<file path="src/rtl/core/periodic_run_length_word_checker_macros.svh">
// Assertion macros for the checker's modules; the scanner uses them.
`ifndef PERIODIC_RUN_LENGTH_WORD_CHECKER_MACROS_SVH
`define PERIODIC_RUN_LENGTH_WORD_CHECKER_MACROS_SVH

// The expression must hold at every clock edge outside reset.
`define PRLW_ASSERT_HOLDS(label, clk, rst, expr) \
   label: assert property (@(posedge clk) disable iff (rst) (expr)) \
      else $error("%m: invariant violated");

// When the condition holds, the consequence must hold in the same cycle.
`define PRLW_ASSERT_IMPLIES(label, clk, rst, cond, cons) \
   label: assert property (@(posedge clk) disable iff (rst) (cond) |-> (cons)) \
      else $error("%m: same-cycle implication violated");

// When the condition holds, the consequence must hold in the next cycle.
`define PRLW_ASSERT_NEXT(label, clk, rst, cond, cons) \
   label: assert property (@(posedge clk) disable iff (rst) (cond) |=> (cons)) \
      else $error("%m: next-cycle implication violated");

`endif

</file>
<file path="src/rtl/core/prlw_pkg.sv">
`timescale 1ns / 1ps

package prlw_pkg;

   // Width of every run counter; runs saturate at the all-ones value.
   localparam int COUNT_WIDTH = 16;

   typedef logic [COUNT_WIDTH-1:0] count_type;

   localparam count_type COUNT_MAX = {COUNT_WIDTH{1'b1}};
   localparam count_type COUNT_ONE = count_type'(1);

   // Character codes.
   localparam logic [7:0] CHAR_ZERO  = 8'h30;
   localparam logic [7:0] CHAR_ONE   = 8'h31;
   localparam logic [7:0] BLANK_LOW  = 8'h09;
   localparam logic [7:0] BLANK_HIGH = 8'h0D;
   localparam logic [7:0] CHAR_SPACE = 8'h20;

   // Scanner states, one-hot.
   typedef enum logic [5:0] {
      MODE_IDLE       = 6'b000001,
      MODE_FIRST_ZERO = 6'b000010,
      MODE_FIRST_ONE  = 6'b000100,
      MODE_CHECK_ZERO = 6'b001000,
      MODE_CHECK_ONE  = 6'b010000,
      MODE_SKIP       = 6'b100000
   } mode_type;

   // One input word as it travels from the input register to the scanner.
   typedef struct packed {
      logic [7:0] char_code;
      logic       end_of_stream;
   } item_type;

   // What the scanner produces for one word.
   typedef struct packed {
      logic present;
      logic verdict;
   } result_type;

   // True for tab, line feed, vertical tab, form feed, carriage return and space.
   function automatic logic is_blank(input logic [7:0] c);
      return ((c >= BLANK_LOW) && (c <= BLANK_HIGH)) || (c == CHAR_SPACE);
   endfunction

   // Increment that stops at the counter's maximum.
   function automatic count_type sat_inc(input count_type v);
      return (v == COUNT_MAX) ? COUNT_MAX : count_type'(v + COUNT_ONE);
   endfunction

endpackage

</file>
<file path="src/rtl/core/prlw_scan.sv">
`timescale 1ns / 1ps
`include "periodic_run_length_word_checker_macros.svh"

module prlw_scan (
   input  logic                 clock,
   input  logic                 reset,
   input  logic                 fire,
   input  prlw_pkg::item_type   item,
   output prlw_pkg::result_type result
);

   prlw_pkg::mode_type  mode_ff;
   prlw_pkg::mode_type  mode_in;
   prlw_pkg::mode_type  mode_cur;
   prlw_pkg::count_type first_zero_ff;
   prlw_pkg::count_type first_zero_in;
   prlw_pkg::count_type first_one_ff;
   prlw_pkg::count_type first_one_in;
   prlw_pkg::count_type cur_zero_ff;
   prlw_pkg::count_type cur_zero_in;
   prlw_pkg::count_type cur_one_ff;
   prlw_pkg::count_type cur_one_in;
   logic                word_end;
   logic                is_zero;
   logic                is_one;
   logic                reject_hit;
   logic                zero_match;
   logic                one_match;

   // Unused state codes behave as idle.
   always_comb begin
      unique case (mode_ff)
         prlw_pkg::MODE_IDLE,
         prlw_pkg::MODE_FIRST_ZERO,
         prlw_pkg::MODE_FIRST_ONE,
         prlw_pkg::MODE_CHECK_ZERO,
         prlw_pkg::MODE_CHECK_ONE,
         prlw_pkg::MODE_SKIP: mode_cur = mode_ff;
         default: mode_cur = prlw_pkg::MODE_IDLE;
      endcase
   end

   assign word_end   = item.end_of_stream || prlw_pkg::is_blank(item.char_code);
   assign is_zero    = (item.char_code == prlw_pkg::CHAR_ZERO);
   assign is_one     = (item.char_code == prlw_pkg::CHAR_ONE);
   assign zero_match = (cur_zero_ff == first_zero_ff);
   assign one_match  = (cur_one_ff == first_one_ff);

   // Next state, counters and verdict for the word in the input register.
   always_comb begin
      mode_in       = mode_ff;
      first_zero_in = first_zero_ff;
      first_one_in  = first_one_ff;
      cur_zero_in   = cur_zero_ff;
      cur_one_in    = cur_one_ff;
      result        = '0;
      reject_hit    = 1'b0;

      if (fire) begin
         if (word_end) begin
            // Word end or end of stream: give the verdict of the pending word.
            case (mode_cur)
               prlw_pkg::MODE_FIRST_ZERO,
               prlw_pkg::MODE_CHECK_ZERO: begin
                  result.present = 1'b1;
                  result.verdict = 1'b0;
               end
               prlw_pkg::MODE_FIRST_ONE: begin
                  result.present = 1'b1;
                  result.verdict = 1'b1;
               end
               prlw_pkg::MODE_CHECK_ONE: begin
                  result.present = 1'b1;
                  result.verdict = zero_match && one_match;
               end
               default: begin
                  result = '0;
               end
            endcase
            mode_in       = prlw_pkg::MODE_IDLE;
            first_zero_in = '0;
            first_one_in  = '0;
            cur_zero_in   = '0;
            cur_one_in    = '0;
         end else if (mode_cur == prlw_pkg::MODE_SKIP) begin
            // The rest of a rejected word is dropped silently.
            mode_in = prlw_pkg::MODE_SKIP;
         end else if (is_zero) begin
            unique case (mode_cur)
               prlw_pkg::MODE_IDLE: begin
                  first_zero_in = prlw_pkg::COUNT_ONE;
                  first_one_in  = '0;
                  cur_zero_in   = '0;
                  cur_one_in    = '0;
                  mode_in       = prlw_pkg::MODE_FIRST_ZERO;
               end
               prlw_pkg::MODE_FIRST_ZERO: begin
                  first_zero_in = prlw_pkg::sat_inc(first_zero_ff);
               end
               prlw_pkg::MODE_FIRST_ONE: begin
                  cur_zero_in = prlw_pkg::COUNT_ONE;
                  cur_one_in  = '0;
                  mode_in     = prlw_pkg::MODE_CHECK_ZERO;
               end
               prlw_pkg::MODE_CHECK_ZERO: begin
                  cur_zero_in = prlw_pkg::sat_inc(cur_zero_ff);
               end
               prlw_pkg::MODE_CHECK_ONE: begin
                  // A new block starts; the finished one must match the first.
                  if (!(zero_match && one_match)) begin
                     reject_hit = 1'b1;
                  end else begin
                     cur_zero_in = prlw_pkg::COUNT_ONE;
                     cur_one_in  = '0;
                     mode_in     = prlw_pkg::MODE_CHECK_ZERO;
                  end
               end
               default: begin
                  mode_in = mode_cur;
               end
            endcase
         end else if (is_one) begin
            unique case (mode_cur)
               prlw_pkg::MODE_IDLE: begin
                  reject_hit = 1'b1;
               end
               prlw_pkg::MODE_FIRST_ZERO: begin
                  first_one_in = prlw_pkg::COUNT_ONE;
                  mode_in      = prlw_pkg::MODE_FIRST_ONE;
               end
               prlw_pkg::MODE_FIRST_ONE: begin
                  first_one_in = prlw_pkg::sat_inc(first_one_ff);
               end
               prlw_pkg::MODE_CHECK_ZERO: begin
                  if (!zero_match) begin
                     reject_hit = 1'b1;
                  end else begin
                     cur_one_in = prlw_pkg::COUNT_ONE;
                     mode_in    = prlw_pkg::MODE_CHECK_ONE;
                  end
               end
               prlw_pkg::MODE_CHECK_ONE: begin
                  cur_one_in = prlw_pkg::sat_inc(cur_one_ff);
               end
               default: begin
                  mode_in = mode_cur;
               end
            endcase
         end else begin
            // Any other character rejects the word.
            reject_hit = 1'b1;
         end

         if (reject_hit) begin
            result.present = 1'b1;
            result.verdict = 1'b0;
            mode_in        = prlw_pkg::MODE_SKIP;
            first_zero_in  = '0;
            first_one_in   = '0;
            cur_zero_in    = '0;
            cur_one_in     = '0;
         end
      end
   end

   always_ff @(posedge clock) begin
      if (reset) begin
         mode_ff       <= prlw_pkg::MODE_IDLE;
         first_zero_ff <= '0;
         first_one_ff  <= '0;
         cur_zero_ff   <= '0;
         cur_one_ff    <= '0;
      end else begin
         mode_ff       <= mode_in;
         first_zero_ff <= first_zero_in;
         first_one_ff  <= first_one_in;
         cur_zero_ff   <= cur_zero_in;
         cur_one_ff    <= cur_one_in;
      end
   end

   // Between words and while skipping, all run counters are clear.
   `PRLW_ASSERT_IMPLIES(a_idle_clear, clock, reset, (mode_ff == prlw_pkg::MODE_IDLE) || (mode_ff == prlw_pkg::MODE_SKIP), (first_zero_ff == '0) && (first_one_ff == '0) && (cur_zero_ff == '0) && (cur_one_ff == '0))
   // While the first block's ones are counted, both of its runs are nonzero.
   `PRLW_ASSERT_IMPLIES(a_first_block, clock, reset, mode_ff == prlw_pkg::MODE_FIRST_ONE, (first_zero_ff != '0) && (first_one_ff != '0))
   // A later block's zero run starts with no ones counted.
   `PRLW_ASSERT_IMPLIES(a_check_zero, clock, reset, mode_ff == prlw_pkg::MODE_CHECK_ZERO, (cur_zero_ff != '0) && (cur_one_ff == '0))
   // A later block only reaches its ones after its zero run matched the first.
   `PRLW_ASSERT_IMPLIES(a_check_one, clock, reset, mode_ff == prlw_pkg::MODE_CHECK_ONE, (cur_zero_ff == first_zero_ff) && (cur_one_ff != '0))
   // End of stream always returns the scanner to idle.
   `PRLW_ASSERT_NEXT(a_eos_idle, clock, reset, fire && item.end_of_stream, mode_ff == prlw_pkg::MODE_IDLE)

endmodule

</file>
<file path="config.mk">
export PLATFORM = sky130hd
export DESIGN_NAME = prlw_scan
export DESIGN_NICKNAME = d
export VERILOG_FILES = /design/src/rtl/core/prlw_pkg.sv /design/src/rtl/core/prlw_scan.sv
export VERILOG_INCLUDE_DIRS = /design/src /design/src/rtl/core
export SDC_FILE = /design/constraint.sdc
export NUM_CORES = 1
export LEC_CHECK = 0
export BUFFER_PORTS_ARGS = -buffer_cell sky130_fd_sc_hd__buf_2
export CAP_MARGIN = 20
export CORE_UTILIZATION = 38
export DETAILED_ROUTE_END_ITERATION = 16
export PLACE_DENSITY = 0.54
export RECOVER_POWER = 100
export SLEW_MARGIN = 20
export SYNTH_ARGS = -nofsm -noshare
export SYNTH_HDL_FRONTEND = slang
export SYNTH_SLANG_ARGS = --single-unit
</file>
<file path="constraint.sdc">
create_clock -name clock -period 6.4 [get_ports clock]
set_clock_uncertainty 0.2 [all_clocks]
set_input_delay 0.32 -clock clock [delete_from_list [all_inputs] [get_ports clock]]
set_output_delay 0.32 -clock clock [all_outputs]
set_load 0.01 [all_outputs]
</file>
# After elaboration in Yosys (flattened, before gate mapping)
# Cells that the tools add are included.
# classes
add_sub_neg	4
eq_ne	31
reduce_logical	20
n_lt_le_gt_ge	2
n_mux	54
# ops
operator	count
two-way mux 16 bit	26
one-hot mux 16 bit (2 select lines)	4
adder 16 x 1 -> 16 bit (second input constant)	4
== test 16 bit (second input constant)	4
one-hot mux 16 bit (4 select lines)	1
two-way mux 6 bit	8
== test 16 bit	2
== test 8 x 6 -> 1 bit (second input constant)	3
one-hot mux 6 bit (4 select lines)	1
one-hot mux 6 bit (3 select lines)	1
nonzero test 5 bit	3
== test 6 x 1 -> 1 bit (second input constant)	2
== test 6 x 2 -> 1 bit (second input constant)	2
== test 6 x 3 -> 1 bit (second input constant)	2
== test 6 x 4 -> 1 bit (second input constant)	2
== test 6 x 5 -> 1 bit (second input constant)	2
== test 6 bit (second input constant)	2
inequality test 6 bit (second input constant)	2
inequality test 5 x 3 -> 1 bit (second input constant)	2
inequality test 5 bit (second input constant)	2
AND reduction 5 bit	2
greater-or-equal comparator 8 x 4 -> 1 bit (second input constant)	1
<= comparator 8 x 4 -> 1 bit (second input constant)	1
two-way mux 1 bit	8
other kinds (18)	24
# totals
input_bits	12
wordCells	116
output_inout_bits	2
ff_bits	70

# Longest topological paths before layout
# logic_depth
ltp_word	12
mapped_depth	11
mapped_depth_nobuf	9

# Least setup slack after synthesis
# OpenSTA, ideal clock, no wires.
# synth_path
path_type	flip-flop to flip-flop
startpoint	register mode_ff[5]
endpoint	register first_zero_ff[14]
path_buffers	3
synth_period_minus_slack_ns	2.771
required_time_ns	6.066
setup_slack_ns	3.629
setup_time_ns	0.134
stages_incl_launch_ff	11
arrival_ns	2.437
path_cell_list	dfxtp_1 -> buf_6 -> or4_4 -> a2bb2oi_1 -> and3_4 -> a2111o_1 -> a22o_1 -> buf_2 -> buf_2 -> a31oi_1 -> a211oi_1
# synth_via
elab_chain_cells	12
word_cells_on_any_way	29
cone_classes	eq/ne (12); mux (13); reduce/logical (4)
# synth_rtl
item	line	rtl
from (decl)	prlw_scan.sv:12	prlw_pkg::mode_type mode_ff;
from (signal assigned)	prlw_scan.sv:168	mode_ff <= prlw_pkg::MODE_IDLE;
from (signal assigned)	prlw_scan.sv:174	mode_ff <= mode_in;
== test 6 x 1 -> 1 bit, or another cell as far along	prlw_scan.sv:32	unique case (mode_ff)
OR reduction 6 bit	prlw_scan.sv:32	
two-way mux 6 bit (*)	prlw_scan.sv:32	
== test 6 x 4 -> 1 bit / == test 6 x 1 -> 1 bit (equally long branches)	prlw_scan.sv:123, prlw_scan.sv:89	
one-hot mux 1 bit (2 select lines)	prlw_scan.sv:123	unique case (mode_cur)
two-way mux 1 bit	prlw_scan.sv:122	end else if (is_one) begin
two-way mux 1 bit	prlw_scan.sv:88	end else if (is_zero) begin
two-way mux 1 bit	prlw_scan.sv:85	end else if (mode_cur == prlw_pkg::MODE_SKIP) begin
two-way mux 1 bit	prlw_scan.sv:60	if (word_end) begin
two-way mux 1 bit	prlw_scan.sv:59	if (fire) begin
inequality test 3 x 2 -> 1 bit (no source line), or another cell as far along	-	
AND reduction 4 bit (no source line)	-	
to (signal assigned)	prlw_scan.sv:175	first_zero_ff <= first_zero_in;
to (decl)	prlw_scan.sv:15	prlw_pkg::count_type first_zero_ff;
# Mark *: on every way between the ends. The rest lies on a longest branch, timed or not. The select of a mux whose other input is x is not followed.
# A chain may end at the register's enable or synchronous reset.

# Final worst setup path
# layout_path
startpoint	register first_zero_ff[11]
endpoint	register cur_zero_ff[15]
# layout_via
elab_chain_cells	10
word_cells_on_any_way	17
cone_classes	eq/ne (3); mux (10); reduce/logical (4)
# layout_rtl
item	line	rtl
== test 16 bit (*)	prlw_scan.sv:46	assign zero_match = (cur_zero_ff == first_zero_ff);
two-way mux 1 bit / logical AND 1 bit (equally long branches)	prlw_scan.sv:135, prlw_scan.sv:110	
one-hot mux 1 bit (2 select lines) / two-way mux 1 bit (equally long branches)	prlw_scan.sv:123, prlw_scan.sv:110	
two-way mux 1 bit (on tied branches)	prlw_scan.sv:122, prlw_scan.sv:89	
two-way mux 1 bit	prlw_scan.sv:88	
two-way mux 1 bit	prlw_scan.sv:85	
two-way mux 1 bit	prlw_scan.sv:60	
two-way mux 1 bit	prlw_scan.sv:59	
inequality test 4 bit (no source line), or another cell as far along	-	
AND reduction 5 bit (no source line)	-	
to (signal assigned)	prlw_scan.sv:177	cur_zero_ff <= cur_zero_in;
to (decl)	prlw_scan.sv:19	prlw_pkg::count_type cur_zero_ff;
# Marked as above.

==> flow_summary.toml <==
[drt]
avgViaCountPerCell = 5.98
ant_nets = 0
wl_um = 13100
num_vias = 4700
drt_first_pass_iters = 5
wl_per_cell_um = 16.7
remaining_drc_errors = 0
drt_iter0_drc = 354

[clock_tree]
path_clk_slew_ns = 0.05
postCtsHoldBufs = 0
cts_buffers = 9
cts.sinks = 70
htreeDepth = 3
cts_tree = "yes"
cts_setup_buffers = 0
clkLatencyLatePin_ns = 0.34
cts_buffer_depth = 2
cts_root_buf = "clkbuf_16"
ctsResizeCount = 0

[critical_path]
worstPathArrival_ns = 4.50
crit_top_cell = "nor4_1"
cpMaxStageDelayCell = "nor4_1"
crit_start = "first_zero_ff[11]"
reg2reg_from = "first_zero_ff[11]"
r2r-end = "cur_zero_ff[15]"
end_kind = "flip-flop"
worstSetupEndpoint = "cur_zero_ff[15]"
max_stage_delay_ns = 1.67
cp-start-kind = "flip-flop"
timing_worst_setup_path_type = "flip-flop to flip-flop"
crit_required_ns = 6.46
crit_fanout = 14
crit_chain = "xor2_1 > nor4_1 > nand4_1 > a311oi_1 > o21bai_1 > nor4_1 > a41oi_1 > nor3_1"
r2r_slack_ns = 1.96
reg2reg_depth = 8

[min_path]
hold_path.class = "input pin to flip-flop"

[floorplan]
core-area_mm2 = 0.0121
num_io_pins = 14
die-area_mm2 = 0.0129
initial_core_util_pct = 39.2
die-height_um = 114
num_rows = 40
fp.dieW_um = 114

[grt]
grt_pass1_wl_um = 22000
overflow = 0
grt_antenna_before_repair = 0
gr-usage-all-layers_pct = 21.5
grt_start_max_net_pins = 53
grt_pass1_vias = 4337

[final_layout]
layout_commonest_cell = "dfxtp_1"
fin_nets = 632
final_cell_mix = "70 x dfxtp_1, 55 x a21oi_1, 55 x nand2_1, 51 x nor2_1, 43 x nand3_1"
seq_area_mm2 = 0.00140
multi_input_area_mm2 = 0.00307
finalInstanceArea_mm2 = 0.00505
final_cells = 786
fillers = 1296
syn_to_final_growth_pct = 6.36
layout-drive-gt1-share_pct = 6.15
n_antenna_cell = 0

[timing]
fin_crit_sh_pct = 69.4
setup_slack_ns = 1.96
maxSlewViolCount = 31
rsz0062_at_grt = "false"
slew_headroom_pct = -41.4
finalSetupTns_ns = 0
max_slew.worst_pin.slew_ns = 2.10
finalSetupViolCount = 0
fmaxAchievable_ghz = 0.225
fin_crit_ns = 4.44
finalHoldViolations = 0

[logic_synthesis]
synth_top_cell_by_area = "dfxtp_1"
syn_nets = 646
syn_area_mm2 = 0.00474
synth_ff_type = "dfxtp_1"
yosysUniqueCellTypes = 70
async_flop_share_pct = 0
synth_cells = 630
synth-edff-count = 0
ys_ff_latch = 70
syn_avg_cell_area_um2 = 7.53
synthTopCellsByArea = "dfxtp_1 30%, xor2_1 6.5%, a21oi_1 5.8%, nand3_1 4.5%, nand2_1 4.4%"
yosysWarnings = 0
yosys.area.top_type_share_pct = 29.5
ys_seq_area_share_pct = 29.5

[placement]
gp_congestion = 0.899
pre_cts_ws_ns = 2.79
dp_hpwl_um = 9300
portBuffers = 13
placed_area_mm2 = 0.00485
place_inst = 773

[pwr]
power.density_mw_per_mm2 = 185
p_leak_nw = 1.76
peakVddDrop_v = 0.000117
finalPower_uw = 931

[outcome]
violations = "max-capacitance violations, max-slew violations"
outcome = "finished with violations"

[flow_run]
max-cap-violations = 2
synth_stat cells (15+ instances only):
cell type	count
nand2_1	55
xor2_1	35
nor3_1	22
a31oi_1	23
clkbuf_1	25
o21ai_0	25
and3_1	15
nand3_1	43
a21oi_1	55
dfxtp_1	70
nor2_1	51
how the worst min path moves through the flow:
stage | cells after the start | endpoint | slack [ns] | startpoint
final | 3 | first_one_ff[15] | 0.19 | fire
after global routing | 3 | first_one_ff[15] | 0.22 | fire
after CTS | 3 | first_one_ff[15] | 0.17 | fire
after detailed placement | 2 | first_one_ff[4] | 0.31 | first_one_ff[4]
after global placement | 2 | cur_zero_ff[8] | 0.30 | cur_zero_ff[8]
after floorplan | 2 | cur_zero_ff[8] | 0.28 | cur_zero_ff[8]
where the power goes:
part / switching, mW / total (mW) / internal [mW]
Clock: 0.182 / 0.437 / 0.255
Sequential: 0.00242 / 0.439 / 0.437
Combinational: 0.0382 / 0.0551 / 0.0169
Total: 0.222 / 0.931 / 0.709
logic make-up (layout without fill, tap and decap cells):
logic type,after synthesis,in the layout,synth area share (%)
fa+ha+maj,4,4,1.05
flops,70,70,29.5
xor+xnor,35,35,6.46
mux,2,2,0.422
simple gates,267,267,29.5
compound gates,201,201,28.3
buf+inv,51,39,4.69
cell type report:
type	instances	share of cell area (%)
Clock inverter	2	0.248
Timing Repair Buffer	14	1.39
Multi-Input combinational cell	509	60.9
Inverter	12	0.893
Tap cell	168	4.17
Sequential cell	70	27.8
Clock buffer	11	4.61
critical path: cells and delay by family, from the launching register on:
family           cells  cell delay (ns)
XOR/XNOR             1             0.10
AND/OR/NAND/NOR      4             2.63
flip-flops           1             0.47
AO/OA/AOI/OAI        3             0.95
routing by layer:
metal	part of all wire, %	up-vias	GRT usage, %
li1	-	2334	-
met1	47	2229	28.6
met2	46	122	34.2
met3	5.1	15	4.78
met4	1.5	0	7.54
met5	0	-	0
sequential cells by signal, indices dropped and copies added, names as in the netlist:
name / count
cur_one_ff: 16
cur_zero_ff: 16
first_one_ff: 16
first_zero_ff: 16
mode_ff: 6
metrics by stage:
| step | hold WS [ns] | util, % |
|---|---|---|
| 6_report | 0.187 | 41.7 |
| 5_1_grt | 0.215 | 41.7 |
| 4_1_cts | 0.171 | 42.1 |
| 3_5_place_dp | 0.309 | 40.1 |
| 3_3_place_gp | 0.301 | 40.0 |
| 2_1_floorplan | 0.275 | - |
(Power assumes the default switching activity.)
